[src/hdl/ctgr_pkg.sv]
// shared types, constants and font table of the clock time glyph renderer
`timescale 1ns / 1ps
`default_nettype none

package ctgr_pkg;

    localparam int QUEUE_DEPTH = 2;

    localparam logic [3:0] GLYPH_COLON = 4'd10;
    localparam logic [3:0] GLYPH_A     = 4'd11;
    localparam logic [3:0] GLYPH_P     = 4'd12;
    localparam int         NUM_GLYPHS  = 13;

    typedef enum logic [2:0] {
        REG_USE_24_HOUR        = 3'd0,
        REG_PIXEL_THICKNESS    = 3'd1,
        REG_DRAW_COLOR         = 3'd2,
        REG_USE_CUSTOM_METRICS = 3'd3,
        REG_CUSTOM_DIGIT_WIDTH = 3'd4,
        REG_CUSTOM_COLON_WIDTH = 3'd5,
        REG_CUSTOM_SPACING     = 3'd6
    } reg_index_t;

    typedef enum logic [1:0] {
        ST_IDLE,
        ST_RUN,
        ST_LAST
    } state_t;

    // live register settings, thickness already forced to at least one
    typedef struct packed {
        logic        use_24_hour;
        logic [3:0]  thickness;
        logic [15:0] draw_color;
        logic        use_custom_metrics;
        logic [7:0]  custom_digit_width;
        logic [7:0]  custom_colon_width;
        logic [3:0]  custom_spacing;
    } cfg_t;

    // one classified request: glyph codes in drawing order
    typedef struct packed {
        logic              measure;
        logic signed [10:0] origin_x;
        logic signed [10:0] origin_y;
        logic              colon_visible;
        logic [2:0]        last_char;
        logic [5:0][3:0]   glyphs;
    } item_t;

    // bit 7 is the leftmost column
    localparam logic [7:0] FONT_ROM [0:NUM_GLYPHS-1][0:4] = '{
        '{8'he0, 8'ha0, 8'ha0, 8'ha0, 8'he0},
        '{8'h40, 8'h40, 8'h40, 8'h40, 8'h40},
        '{8'he0, 8'h20, 8'he0, 8'h80, 8'he0},
        '{8'he0, 8'h20, 8'h60, 8'h20, 8'he0},
        '{8'h80, 8'h80, 8'ha0, 8'he0, 8'h20},
        '{8'he0, 8'h80, 8'he0, 8'h20, 8'he0},
        '{8'he0, 8'h80, 8'he0, 8'ha0, 8'he0},
        '{8'he0, 8'h20, 8'h20, 8'h20, 8'h20},
        '{8'he0, 8'ha0, 8'he0, 8'ha0, 8'he0},
        '{8'he0, 8'ha0, 8'he0, 8'h20, 8'he0},
        '{8'h00, 8'h40, 8'h00, 8'h40, 8'h00},
        '{8'h40, 8'ha0, 8'he0, 8'ha0, 8'ha0},
        '{8'he0, 8'ha0, 8'he0, 8'h80, 8'h80}
    };

    // 15-bit pixel mask, bit row*3+col
    function automatic logic [14:0] glyph_mask(input logic [3:0] code);
        logic [14:0] m;
        m = '0;
        if (code <= GLYPH_P) begin
            for (int r = 0; r < 5; r++) begin
                for (int c = 0; c < 3; c++) begin
                    m[r*3+c] = FONT_ROM[code][r][7-c];
                end
            end
        end
        return m;
    endfunction

endpackage

`default_nettype wire

[src/hdl/clock_time_glyph_renderer.sv]
// Renders a time of day as HH:MM (or HH:MM A/P) in a 3x5 bitmap font, as fill
// squares. A request is registered in a one-stage front end (hour reduction and
// minute clamp, with the digit split on the register output) and waits in a short
// queue; the drawing sequencer takes it from the queue when idle and, while the
// receiver is ready, emits one square per cycle for each lit font pixel. It also
// steps through each character that draws nothing (a hidden colon, or every
// character in measure mode), then emits the final width item. A drawn request
// has at most 62 lit pixels (in 12-hour mode). The sequencer is the limit: the
// front end accepts further requests until the queue is full.
// Registers are written through cfg_we/cfg_index/cfg_data; the user must write
// them only while the block is idle, and the block itself does not enforce this.
`timescale 1ns / 1ps
`default_nettype none

module clock_time_glyph_renderer
    import ctgr_pkg::*;
#(
    parameter int QUEUE_DEPTH_P = QUEUE_DEPTH
)
(
    input  wire logic              clk,
    input  wire logic              rst_n,
    input  wire logic              cfg_we,
    input  wire logic [2:0]        cfg_index,
    input  wire logic [15:0]       cfg_data,
    input  wire logic              in_valid,
    output logic                   in_ready,
    input  wire logic              operation,
    input  wire logic signed [10:0] origin_x,
    input  wire logic signed [10:0] origin_y,
    input  wire logic [7:0]        hour,
    input  wire logic signed [7:0] minute,
    input  wire logic              colon_visible,
    output logic                   out_valid,
    input  wire logic              out_ready,
    output logic                   rect_valid,
    output logic signed [11:0]     rect_x,
    output logic signed [11:0]     rect_y,
    output logic [3:0]             rect_size,
    output logic [15:0]            rect_color,
    output logic [10:0]            total_width,
    output logic                   last
);

    logic        use_24_hour_reg;
    logic [3:0]  thickness_reg;
    logic [15:0] draw_color_reg;
    logic        use_custom_reg;
    logic [7:0]  digit_width_reg;
    logic [7:0]  colon_width_reg;
    logic [3:0]  spacing_reg;

    cfg_t        cfg;
    logic        push_valid;
    logic        push_ready;
    item_t       push_data;
    logic        pop_valid;
    logic        pop_ready;
    item_t       pop_data;

    always_ff @(posedge clk or negedge rst_n)
    begin
        if (!rst_n)
        begin
            use_24_hour_reg <= 1'b1;
            thickness_reg   <= 4'd1;
            draw_color_reg  <= 16'hffff;
            use_custom_reg  <= 1'b0;
            digit_width_reg <= 8'd3;
            colon_width_reg <= 8'd1;
            spacing_reg     <= 4'd1;
        end
        else if (cfg_we)
        begin
            unique case (cfg_index)
                REG_USE_24_HOUR:        use_24_hour_reg <= cfg_data[0];
                REG_PIXEL_THICKNESS:    thickness_reg   <= cfg_data[3:0];
                REG_DRAW_COLOR:         draw_color_reg  <= cfg_data;
                REG_USE_CUSTOM_METRICS: use_custom_reg  <= cfg_data[0];
                REG_CUSTOM_DIGIT_WIDTH: digit_width_reg <= cfg_data[7:0];
                REG_CUSTOM_COLON_WIDTH: colon_width_reg <= cfg_data[7:0];
                REG_CUSTOM_SPACING:     spacing_reg     <= cfg_data[3:0];
                default: ;
            endcase
        end
    end

    // zero thickness behaves as one
    always_comb
    begin
        cfg.use_24_hour        = use_24_hour_reg;
        cfg.thickness          = (thickness_reg == 4'd0) ? 4'd1 : thickness_reg;
        cfg.draw_color         = draw_color_reg;
        cfg.use_custom_metrics = use_custom_reg;
        cfg.custom_digit_width = digit_width_reg;
        cfg.custom_colon_width = colon_width_reg;
        cfg.custom_spacing     = spacing_reg;
    end

    ctgr_front u_front (
        .clk           (clk),
        .rst_n         (rst_n),
        .cfg           (cfg),
        .in_valid      (in_valid),
        .in_ready      (in_ready),
        .operation     (operation),
        .origin_x      (origin_x),
        .origin_y      (origin_y),
        .hour          (hour),
        .minute        (minute),
        .colon_visible (colon_visible),
        .push_valid    (push_valid),
        .push_ready    (push_ready),
        .push_data     (push_data)
    );

    ctgr_queue #(
        .DEPTH (QUEUE_DEPTH_P)
    ) u_queue (
        .clk        (clk),
        .rst_n      (rst_n),
        .push_valid (push_valid),
        .push_ready (push_ready),
        .push_data  (push_data),
        .pop_valid  (pop_valid),
        .pop_ready  (pop_ready),
        .pop_data   (pop_data)
    );

    ctgr_back u_back (
        .clk         (clk),
        .rst_n       (rst_n),
        .cfg         (cfg),
        .pop_valid   (pop_valid),
        .pop_ready   (pop_ready),
        .pop_data    (pop_data),
        .out_valid   (out_valid),
        .out_ready   (out_ready),
        .rect_valid  (rect_valid),
        .rect_x      (rect_x),
        .rect_y      (rect_y),
        .rect_size   (rect_size),
        .rect_color  (rect_color),
        .total_width (total_width),
        .last        (last)
    );

endmodule

`default_nettype wire

[src/hdl/ctgr_front.sv]
// front end: reduces the hour, clamps the minute and builds the glyph list
`timescale 1ns / 1ps
`default_nettype none

module ctgr_front
    import ctgr_pkg::*;
(
    input  wire logic              clk,
    input  wire logic              rst_n,
    input  wire cfg_t              cfg,
    input  wire logic              in_valid,
    output logic                   in_ready,
    input  wire logic              operation,
    input  wire logic signed [10:0] origin_x,
    input  wire logic signed [10:0] origin_y,
    input  wire logic [7:0]        hour,
    input  wire logic signed [7:0] minute,
    input  wire logic              colon_visible,
    output logic                   push_valid,
    input  wire logic              push_ready,
    output item_t                  push_data
);

    logic              s1_valid_reg, s1_valid_next;
    logic              s1_measure_reg;
    logic signed [10:0] s1_ox_reg;
    logic signed [10:0] s1_oy_reg;
    logic              s1_colon_reg;
    logic [4:0]        s1_hour_reg;
    logic              s1_pm_reg;
    logic [5:0]        s1_minute_reg;

    logic              take;
    logic [11:0]       hq_prod;
    logic [8:0]        hr_rem0;
    logic [4:0]        hr24;
    logic [4:0]        hr12;
    logic [4:0]        hr_sel;
    logic              pm;
    logic [5:0]        mn_clamp;
    logic [7:0]        hr_digits;
    logic [7:0]        mn_digits;

    // v / 10 by reciprocal, one correction step; returns {tens, ones}
    function automatic logic [7:0] split10(input logic [5:0] v);
        logic [10:0] prod;
        logic [3:0]  tens;
        logic [6:0]  ones;
        prod = {5'd0, v} * 11'd25;
        tens = {1'b0, prod[10:8]};
        ones = {1'b0, v} - ({3'd0, tens} * 7'd10);
        if (ones >= 7'd10) begin
            tens = tens + 4'd1;
            ones = ones - 7'd10;
        end
        return {tens, ones[3:0]};
    endfunction

    assign take     = in_valid && in_ready;
    assign in_ready = !s1_valid_reg || push_ready;

    // hour mod 24: quotient estimate low by at most one
    always_comb
    begin
        hq_prod = {4'd0, hour} * 12'd10;
        hr_rem0 = {1'b0, hour} - ({5'd0, hq_prod[11:8]} * 9'd24);
        hr24    = (hr_rem0 >= 9'd24) ? 5'(hr_rem0 - 9'd24) : hr_rem0[4:0];
        pm      = (hr24 >= 5'd12);
        if (hr24 == 5'd0)
            hr12 = 5'd12;
        else if (hr24 > 5'd12)
            hr12 = hr24 - 5'd12;
        else
            hr12 = hr24;
        hr_sel = cfg.use_24_hour ? hr24 : hr12;
        if (minute < 8'sd0)
            mn_clamp = 6'd0;
        else if (minute > 8'sd59)
            mn_clamp = 6'd59;
        else
            mn_clamp = minute[5:0];
    end

    always_comb
    begin
        s1_valid_next = s1_valid_reg;
        if (take)
            s1_valid_next = 1'b1;
        else if (push_ready)
            s1_valid_next = 1'b0;
    end

    always_ff @(posedge clk or negedge rst_n)
    begin
        if (!rst_n)
            s1_valid_reg <= 1'b0;
        else
            s1_valid_reg <= s1_valid_next;
    end

    always_ff @(posedge clk)
    begin
        if (take)
        begin
            s1_measure_reg <= operation;
            s1_ox_reg      <= origin_x;
            s1_oy_reg      <= origin_y;
            s1_colon_reg   <= colon_visible;
            s1_hour_reg    <= hr_sel;
            s1_pm_reg      <= pm;
            s1_minute_reg  <= mn_clamp;
        end
    end

    always_comb
    begin
        hr_digits = split10({1'b0, s1_hour_reg});
        mn_digits = split10(s1_minute_reg);
        push_valid              = s1_valid_reg;
        push_data.measure       = s1_measure_reg;
        push_data.origin_x      = s1_ox_reg;
        push_data.origin_y      = s1_oy_reg;
        push_data.colon_visible = s1_colon_reg;
        push_data.last_char     = cfg.use_24_hour ? 3'd4 : 3'd5;
        push_data.glyphs[0]     = hr_digits[7:4];
        push_data.glyphs[1]     = hr_digits[3:0];
        push_data.glyphs[2]     = GLYPH_COLON;
        push_data.glyphs[3]     = mn_digits[7:4];
        push_data.glyphs[4]     = mn_digits[3:0];
        push_data.glyphs[5]     = s1_pm_reg ? GLYPH_P : GLYPH_A;
    end

endmodule

`default_nettype wire

[src/hdl/ctgr_queue.sv]
// short request queue between the front end and the drawing sequencer
`timescale 1ns / 1ps
`default_nettype none

module ctgr_queue
    import ctgr_pkg::*;
#(
    parameter int DEPTH = QUEUE_DEPTH
)
(
    input  wire logic  clk,
    input  wire logic  rst_n,
    input  wire logic  push_valid,
    output logic       push_ready,
    input  wire item_t push_data,
    output logic       pop_valid,
    input  wire logic  pop_ready,
    output item_t      pop_data
);

    // depth 2..16
    localparam int PTR_W = $clog2(DEPTH);
    localparam int CNT_W = $clog2(DEPTH + 1);

    item_t              entry_reg [DEPTH];
    logic [PTR_W-1:0]   wr_ptr_reg, wr_ptr_next;
    logic [PTR_W-1:0]   rd_ptr_reg, rd_ptr_next;
    logic [CNT_W-1:0]   count_reg, count_next;
    logic               do_push;
    logic               do_pop;

    assign push_ready = (count_reg != CNT_W'(DEPTH));
    assign pop_valid  = (count_reg != '0);
    assign pop_data   = entry_reg[rd_ptr_reg];
    assign do_push    = push_valid && push_ready;
    assign do_pop     = pop_valid && pop_ready;

    always_comb
    begin
        wr_ptr_next = wr_ptr_reg;
        rd_ptr_next = rd_ptr_reg;
        count_next  = count_reg;
        if (do_push)
            wr_ptr_next = (wr_ptr_reg == PTR_W'(DEPTH - 1)) ? '0 : wr_ptr_reg + 1'b1;
        if (do_pop)
            rd_ptr_next = (rd_ptr_reg == PTR_W'(DEPTH - 1)) ? '0 : rd_ptr_reg + 1'b1;
        if (do_push && !do_pop)
            count_next = count_reg + 1'b1;
        else if (do_pop && !do_push)
            count_next = count_reg - 1'b1;
    end

    always_ff @(posedge clk or negedge rst_n)
    begin
        if (!rst_n)
        begin
            wr_ptr_reg <= '0;
            rd_ptr_reg <= '0;
            count_reg  <= '0;
        end
        else
        begin
            wr_ptr_reg <= wr_ptr_next;
            rd_ptr_reg <= rd_ptr_next;
            count_reg  <= count_next;
        end
    end

    always_ff @(posedge clk)
    begin
        if (do_push)
            entry_reg[wr_ptr_reg] <= push_data;
    end

endmodule

`default_nettype wire

[src/hdl/ctgr_back.sv]
// drawing sequencer: walks the glyphs, emits one square per lit pixel, then the width
`timescale 1ns / 1ps
`default_nettype none

module ctgr_back
    import ctgr_pkg::*;
(
    input  wire logic  clk,
    input  wire logic  rst_n,
    input  wire cfg_t  cfg,
    input  wire logic  pop_valid,
    output logic       pop_ready,
    input  wire item_t pop_data,
    output logic       out_valid,
    input  wire logic  out_ready,
    output logic       rect_valid,
    output logic signed [11:0] rect_x,
    output logic signed [11:0] rect_y,
    output logic [3:0] rect_size,
    output logic [15:0] rect_color,
    output logic [10:0] total_width,
    output logic       last
);

    state_t      state_reg, state_next;
    item_t       item_reg, item_next;
    logic [2:0]  ci_reg, ci_next;
    logic [14:0] rem_reg, rem_next;
    logic [11:0] gx_reg, gx_next;

    logic        out_valid_reg, out_valid_next;
    logic        rect_valid_reg, rect_valid_next;
    logic [11:0] rect_x_reg, rect_x_next;
    logic [11:0] rect_y_reg, rect_y_next;
    logic [3:0]  rect_size_reg, rect_size_next;
    logic [15:0] rect_color_reg, rect_color_next;
    logic [10:0] total_reg, total_next;
    logic        last_reg, last_next;
    logic        load_out;

    logic        adv;
    logic [14:0] rem_clr;
    logic        char_done;
    logic        at_last;
    logic [2:0]  ci_inc;
    logic [3:0]  glyph_cur;
    logic [3:0]  glyph_inc;
    logic [8:0]  digit_adv;
    logic [8:0]  colon_adv;
    logic [11:0] adj_inc;
    logic [11:0] gx_step;
    logic [2:0]  sel_row;
    logic [1:0]  sel_col;
    logic [11:0] ox_ext;
    logic [11:0] oy_ext;

    function automatic logic [14:0] char_mask(input logic [3:0] code, input item_t it);
        logic [14:0] m;
        m = glyph_mask(code);
        if (it.measure || (code == GLYPH_COLON && !it.colon_visible))
            m = '0;
        return m;
    endfunction

    assign adv       = !out_valid_reg || out_ready;
    assign rem_clr   = rem_reg & (rem_reg - 15'd1);
    assign char_done = (rem_clr == '0);
    assign at_last   = (ci_reg == item_reg.last_char);
    assign ci_inc    = (ci_reg == 3'd5) ? ci_reg : ci_reg + 3'd1;
    assign glyph_cur = item_reg.glyphs[ci_reg];
    assign glyph_inc = item_reg.glyphs[ci_inc];
    assign ox_ext    = {item_reg.origin_x[10], item_reg.origin_x};
    assign oy_ext    = {item_reg.origin_y[10], item_reg.origin_y};

    // advance metrics; the colon slot steps back one column, the digit after it forward one
    always_comb
    begin
        if (cfg.use_custom_metrics)
        begin
            digit_adv = {1'b0, cfg.custom_digit_width} + {5'd0, cfg.custom_spacing};
            colon_adv = {1'b0, cfg.custom_colon_width} + {5'd0, cfg.custom_spacing};
        end
        else
        begin
            digit_adv = 9'({5'd0, cfg.thickness} * 9'd3) + 9'd1;
            colon_adv = {5'd0, cfg.thickness} + 9'd1;
        end
        case (ci_inc)
            3'd2:    adj_inc = 12'hfff;
            3'd3:    adj_inc = 12'd1;
            default: adj_inc = 12'd0;
        endcase
        if (at_last)
            adj_inc = 12'd0;
        gx_step = gx_reg + 12'(glyph_cur == GLYPH_COLON ? colon_adv : digit_adv) + adj_inc;
    end

    // lowest lit pixel: top row first, then leftmost column
    always_comb
    begin
        sel_row = 3'd0;
        sel_col = 2'd0;
        for (int r = 4; r >= 0; r--) begin
            for (int c = 2; c >= 0; c--) begin
                if (rem_reg[r*3+c])
                begin
                    sel_row = 3'(r);
                    sel_col = 2'(c);
                end
            end
        end
    end

    always_comb
    begin
        state_next = state_reg;
        unique case (state_reg)
            ST_IDLE:
            begin
                if (pop_valid)
                    state_next = ST_RUN;
            end
            ST_RUN:
            begin
                if (adv && char_done && at_last)
                    state_next = ST_LAST;
            end
            ST_LAST:
            begin
                if (adv)
                    state_next = ST_IDLE;
            end
            default: state_next = ST_IDLE;
        endcase
    end

    always_comb
    begin
        pop_ready   = (state_reg == ST_IDLE);
        out_valid   = out_valid_reg;
        rect_valid  = rect_valid_reg;
        rect_x      = rect_x_reg;
        rect_y      = rect_y_reg;
        rect_size   = rect_size_reg;
        rect_color  = rect_color_reg;
        total_width = total_reg;
        last        = last_reg;
    end

    always_comb
    begin
        item_next       = item_reg;
        ci_next         = ci_reg;
        rem_next        = rem_reg;
        gx_next         = gx_reg;
        out_valid_next  = adv ? 1'b0 : out_valid_reg;
        load_out        = 1'b0;
        rect_valid_next = 1'b0;
        rect_x_next     = '0;
        rect_y_next     = '0;
        rect_size_next  = '0;
        rect_color_next = '0;
        total_next      = '0;
        last_next       = 1'b0;
        case (state_reg)
            ST_IDLE:
            begin
                if (pop_valid)
                begin
                    item_next = pop_data;
                    ci_next   = 3'd0;
                    gx_next   = {pop_data.origin_x[10], pop_data.origin_x};
                    rem_next  = char_mask(pop_data.glyphs[0], pop_data);
                end
            end
            ST_RUN:
            begin
                if (adv)
                begin
                    if (rem_reg != '0)
                    begin
                        out_valid_next  = 1'b1;
                        load_out        = 1'b1;
                        rect_valid_next = 1'b1;
                        rect_x_next     = gx_reg + 12'({2'd0, sel_col} * {4'd0, cfg.thickness});
                        rect_y_next     = oy_ext + 12'({1'b0, sel_row} * {3'd0, cfg.thickness});
                        rect_size_next  = cfg.thickness;
                        rect_color_next = cfg.draw_color;
                    end
                    rem_next = rem_clr;
                    if (char_done)
                    begin
                        gx_next = gx_step;
                        if (!at_last)
                        begin
                            ci_next  = ci_inc;
                            rem_next = char_mask(glyph_inc, item_reg);
                        end
                    end
                end
            end
            ST_LAST:
            begin
                if (adv)
                begin
                    out_valid_next = 1'b1;
                    load_out       = 1'b1;
                    total_next     = 11'(gx_reg - ox_ext);
                    last_next      = 1'b1;
                end
            end
            default: ;
        endcase
    end

    always_ff @(posedge clk or negedge rst_n)
    begin
        if (!rst_n)
        begin
            state_reg     <= ST_IDLE;
            out_valid_reg <= 1'b0;
        end
        else
        begin
            state_reg     <= state_next;
            out_valid_reg <= out_valid_next;
        end
    end

    always_ff @(posedge clk)
    begin
        item_reg <= item_next;
        ci_reg   <= ci_next;
        rem_reg  <= rem_next;
        gx_reg   <= gx_next;
        if (load_out)
        begin
            rect_valid_reg <= rect_valid_next;
            rect_x_reg     <= rect_x_next;
            rect_y_reg     <= rect_y_next;
            rect_size_reg  <= rect_size_next;
            rect_color_reg <= rect_color_next;
            total_reg      <= total_next;
            last_reg       <= last_next;
        end
    end

    a_char_in_range: assert property (@(posedge clk) disable iff (!rst_n)
        (state_reg == ST_RUN) |-> (ci_reg <= item_reg.last_char))
        else $error("character index past end of string");

    a_last_no_rect: assert property (@(posedge clk) disable iff (!rst_n)
        (out_valid_reg && last_reg) |-> !rect_valid_reg)
        else $error("final item carries a square");

    a_rect_size: assert property (@(posedge clk) disable iff (!rst_n)
        (out_valid_reg && rect_valid_reg) |-> (rect_size_reg != 4'd0))
        else $error("square with zero size");

    a_pop_idle: assert property (@(posedge clk) disable iff (!rst_n)
        (pop_valid && pop_ready) |=> (state_reg == ST_RUN))
        else $error("request taken without starting a run");

    a_last_ends_run: assert property (@(posedge clk) disable iff (!rst_n)
        (state_reg == ST_LAST && adv) |=> (out_valid_reg && last_reg))
        else $error("run ended without a width item");

endmodule

`default_nettype wire

[config.mk]
export PLATFORM = sky130hd
export DESIGN_NAME = clock_time_glyph_renderer
export DESIGN_NICKNAME = d
export VERILOG_FILES = /design/src/hdl/ctgr_pkg.sv /design/src/hdl/clock_time_glyph_renderer.sv /design/src/hdl/ctgr_front.sv /design/src/hdl/ctgr_queue.sv /design/src/hdl/ctgr_back.sv
export SDC_FILE = /design/constraint.sdc
export NUM_CORES = 1
export LEC_CHECK = 0
export BUFFER_PORTS_ARGS = -buffer_cell sky130_fd_sc_hd__buf_2
export CAP_MARGIN = 20
export CORE_MARGIN = 2
export CORE_UTILIZATION = 56
export CTS_CLUSTER_SIZE = 40
export DETAILED_ROUTE_END_ITERATION = 12
export PLACE_DENSITY = 0.81
export SYNTH_ARGS = -nofsm -noshare
export SYNTH_HDL_FRONTEND = slang
export SYNTH_SLANG_ARGS = --single-unit
[constraint.sdc]
create_clock -name clk -period 6.8 [get_ports clk]
set_input_delay 1.7 -clock clk [delete_from_list [all_inputs] [get_ports clk]]
set_output_delay 1.7 -clock clk [all_outputs]
set_load 0.01 [all_outputs]
==> impl_metrics.toml <==
[run_status]
status = "finished clean"

[layout]
fin_nets = 1764
fin_util_pct = 64.5
fill_cells = 2132
area_growth_pct = 13.4
stdcell_count = 1948
register_area_sq_mm = 0.00876
drive_above_1_share_pct = 21.4
multi_input_area_sq_mm = 0.00761
largest_reg_flops = 84

[clocking]
cts_tree = "built"
cts_htree_levels = 2
post-cts-setup-buffers = 0
path_clk_slew_ns = 0.06
clk_latency_ns = 0.52
cts_resized = 0
ctsRootBufferMaster = "clkbuf_16"
numCtsBuffers = 34
cts.path.max_buffers = 3
hold_buffers = 0
cts.sinks = 299

[placement]
gp_congestion = 0.882
place_inst = 1884
dp_hpwl_microns = 24700
io_buffers = 122

[logic_synthesis]
synth_edf_count = 249
yosys-top-cells-area = "edfxtp_1 (44%), ha_1 (11%), mux2_2 (5.7%)"
synth_xor_area_share_pct = 4.36
synth_cell_types = 79
ys.flop_type = "edfxtp_1"
yosysWarnings = 0
netlist_area_sq_mm = 0.0169
synth_top_family_by_area = "adder cells"
synth_compound_area_share_pct = 9.93
seq_area_frac_synth_pct = 51.8
ys_ff_latch = 299
synth-simple-area-share_pct = 10.1
syn-mean-instance-area_sq_um = 12.2
synth_nets = 1624
yosysTopAreaCell = "edfxtp_1"
yosys-mux-area-fraction_pct = 6.73
async_flop_share_pct = 16.7
post-synth-top-area-fraction_pct = 44.2
synthCells = 1390
synth_fa_ha_area_share_pct = 13.8

[timing]
fin_tns_setup_ns = 0
fmax_ghz = 0.159
min_period_over_period_pct = 92.6
fin_worst_skew_ns = 0.0184
rsz0062_at_grt = "no"
worstMarginPinSlew_ns = 1.04
hold_viol_final = 0
setup_violations = 0
relSlewSlack_pct = 29.0
period_minus_slack_ns = 6.30
drv_slew = 0

[worst_setup_path]
r2r_start = "u_front.s1_minute_reg[2]$_SDFFCE_PP0P_"
r2r_end = "u_queue.entry_reg[1][9]$_DFFE_PP_"
max_stage_delay_ns = 0.53
critical_path_required_ns = 7.07
reg2reg_depth = 20
worst-path-stages = 23
worstPathMaxFanout = 4
crit_start = "hour[4]"
critPathBufInv = 4
startpoint_type = "input port"
crit_path_end = "u_front.s1_hour_reg[2]$_DFFE_PP_"
critPathKind = "input port to flop"
slowest_stage = "fa_1"
crit_path_end_kind = "flop"
path_cells = "buf_2 -> ha_1 -> ha_1 -> a41o_1 -> a21o_1 -> a21o_1 -> a21oi_1 -> nor2b_1 -> nor2_1 -> xnor2_1 -> buf_4 -> fa_1 -> inv_1 -> ha_1 -> xnor2_1 -> a211o_1 -> a2111oi_2 -> xnor2_1 -> inv_1 -> ha_1 -> o21ai_0 -> nand4_1 -> o221a_2"
crit_top_cell = "ha_1"
cp_top_family = "compound AO/OA/AOI/OAI gates"
ff2ff_setup_slack_ns = 1.47
critPathArrivalTime_ns = 6.57

[routing]
finalWirelength_microns = 33700
dr.pass1.iters = 5
drc = 0
vias_per_cell = 5.64
antenna_left = 0
first_iter_violations = 921
vias = 11000
wl_per_cell_microns = 17.3

[global_routing]
antenna_found_initial = 3
grt_max_degree = 51
grt_util_all_layers_pct = 21.6
grt-ovfl-total = 0
grt_pass1_wl_microns = 54200
grt_pass1_vias = 11000

[floorplan]
fp.dieH_microns = 178
die_w_microns = 178
die_area_sq_mm = 0.0316
row_count = 63
core_area_sq_mm = 0.0297
io_pins = 123
start_util_pct = 56.9

[flow_run]
max-cap-violations = 0

[worst_hold_path]
hp-class = "flop to flop"
hp-start = "u_front.s1_oy_reg[8]$_DFFE_PP_"
## stage by stage
step                      setup slack (ns)  area (sq um)  hold WS [ns]
final                                0.502         19200         0.442
after global routing                 0.201         19200         0.453
after floorplan                      0.361         16900         0.421
after global placement               0.204         18000         0.422
after detailed placement           -0.0133         18000         0.431
after CTS                            0.521         19200         0.444
## metal layers
metal	vias to the layer above	track usage [%]	routed length, microns
li1	5332	-	-
met1	5259	28.1	14200
met2	330	36.1	16200
met3	65	4.09	2260
met4	0	7.82	1050
met5	-	0	0
## logic make-up (layout without fill, tap and decap cells)
family,Yosys count,count (layout)
xor+xnor,82,82
compound gates,250,250
fa+ha+maj,171,171
simple gates,337,337
flops,299,299
mux,103,103
buf+inv,148,312
other cells,0,4
## worst min path at each step
stage / endpoint / slack [ns] / cells past startpoint
floorplan: u_queue.entry_reg[0][20]$_DFFE_PP_ / 0.42 / 0
global placement: u_queue.entry_reg[0][39]$_DFFE_PP_ / 0.42 / 0
detailed placement: u_queue.entry_reg[1][29]$_DFFE_PP_ / 0.43 / 0
CTS: u_queue.entry_reg[0][37]$_DFFE_PP_ / 0.44 / 0
global route: u_queue.entry_reg[1][29]$_DFFE_PP_ / 0.45 / 0
finish: u_queue.entry_reg[1][29]$_DFFE_PP_ / 0.44 / 0
## layout make-up
| type | instances | share of cell area [%] |
|---|---|---|
| well taps | 390 | 2.54 |
| diodes | 4 | 0.0522 |
| multi-input cells | 943 | 39.7 |
| flip-flops and latches | 299 | 45.7 |
| clock inverters | 15 | 0.907 |
| repair buffers | 142 | 3.97 |
| inverters | 110 | 2.15 |
| clock buffers | 45 | 5.02 |
## worst reg2reg max path, cell delays in order, from the launching register on
cell and delay [ns]:
edfxtp_1 0.45, ha_1 0.32, ha_1 0.30, ha_1 0.28, ha_1 0.29, a41o_1 0.17, a21o_1 0.17, a21oi_1 0.24
o21bai_1 0.13, a21oi_1 0.18, xnor2_1 0.16, ha_1 0.22, ha_1 0.18, ha_1 0.27, inv_1 0.04, ha_1 0.28
o21ai_0 0.09, nand2b_1 0.10, xnor2_1 0.15, nor4_2 0.63, mux2_2 0.42
## synthesized netlist by cell type (20+ instances only)
| cell | instances |
|---|---|
| edfxtp_1 | 249 |
| ha_1 | 145 |
| inv_1 | 110 |
| nor2_1 | 95 |
| nand2_1 | 86 |
| mux2_2 | 85 |
| a21oi_1 | 75 |
| xnor2_1 | 49 |
| o21ai_0 | 45 |
| xor2_1 | 32 |
| a21o_1 | 30 |
| and2_1 | 29 |
| clkbuf_1 | 29 |
| dfrtp_1 | 28 |
| fa_1 | 25 |
| nor3_1 | 23 |
| dfstp_2 | 22 |
| nand3_1 | 20 |
## layout by cell type (no fill, tap or decap), drive strengths merged, types with 50 or more instances in the layout
cell type  count
mux2          85
o21ai         52
edfxtp       249
nor2          95
xnor2         50
a21oi         75
buf          142
inv          114
nand2         87
ha           145
Power is left out: the tool's default activity adds up to more than one toggle a clock period on the data nets, which glitch-free logic cannot reach.
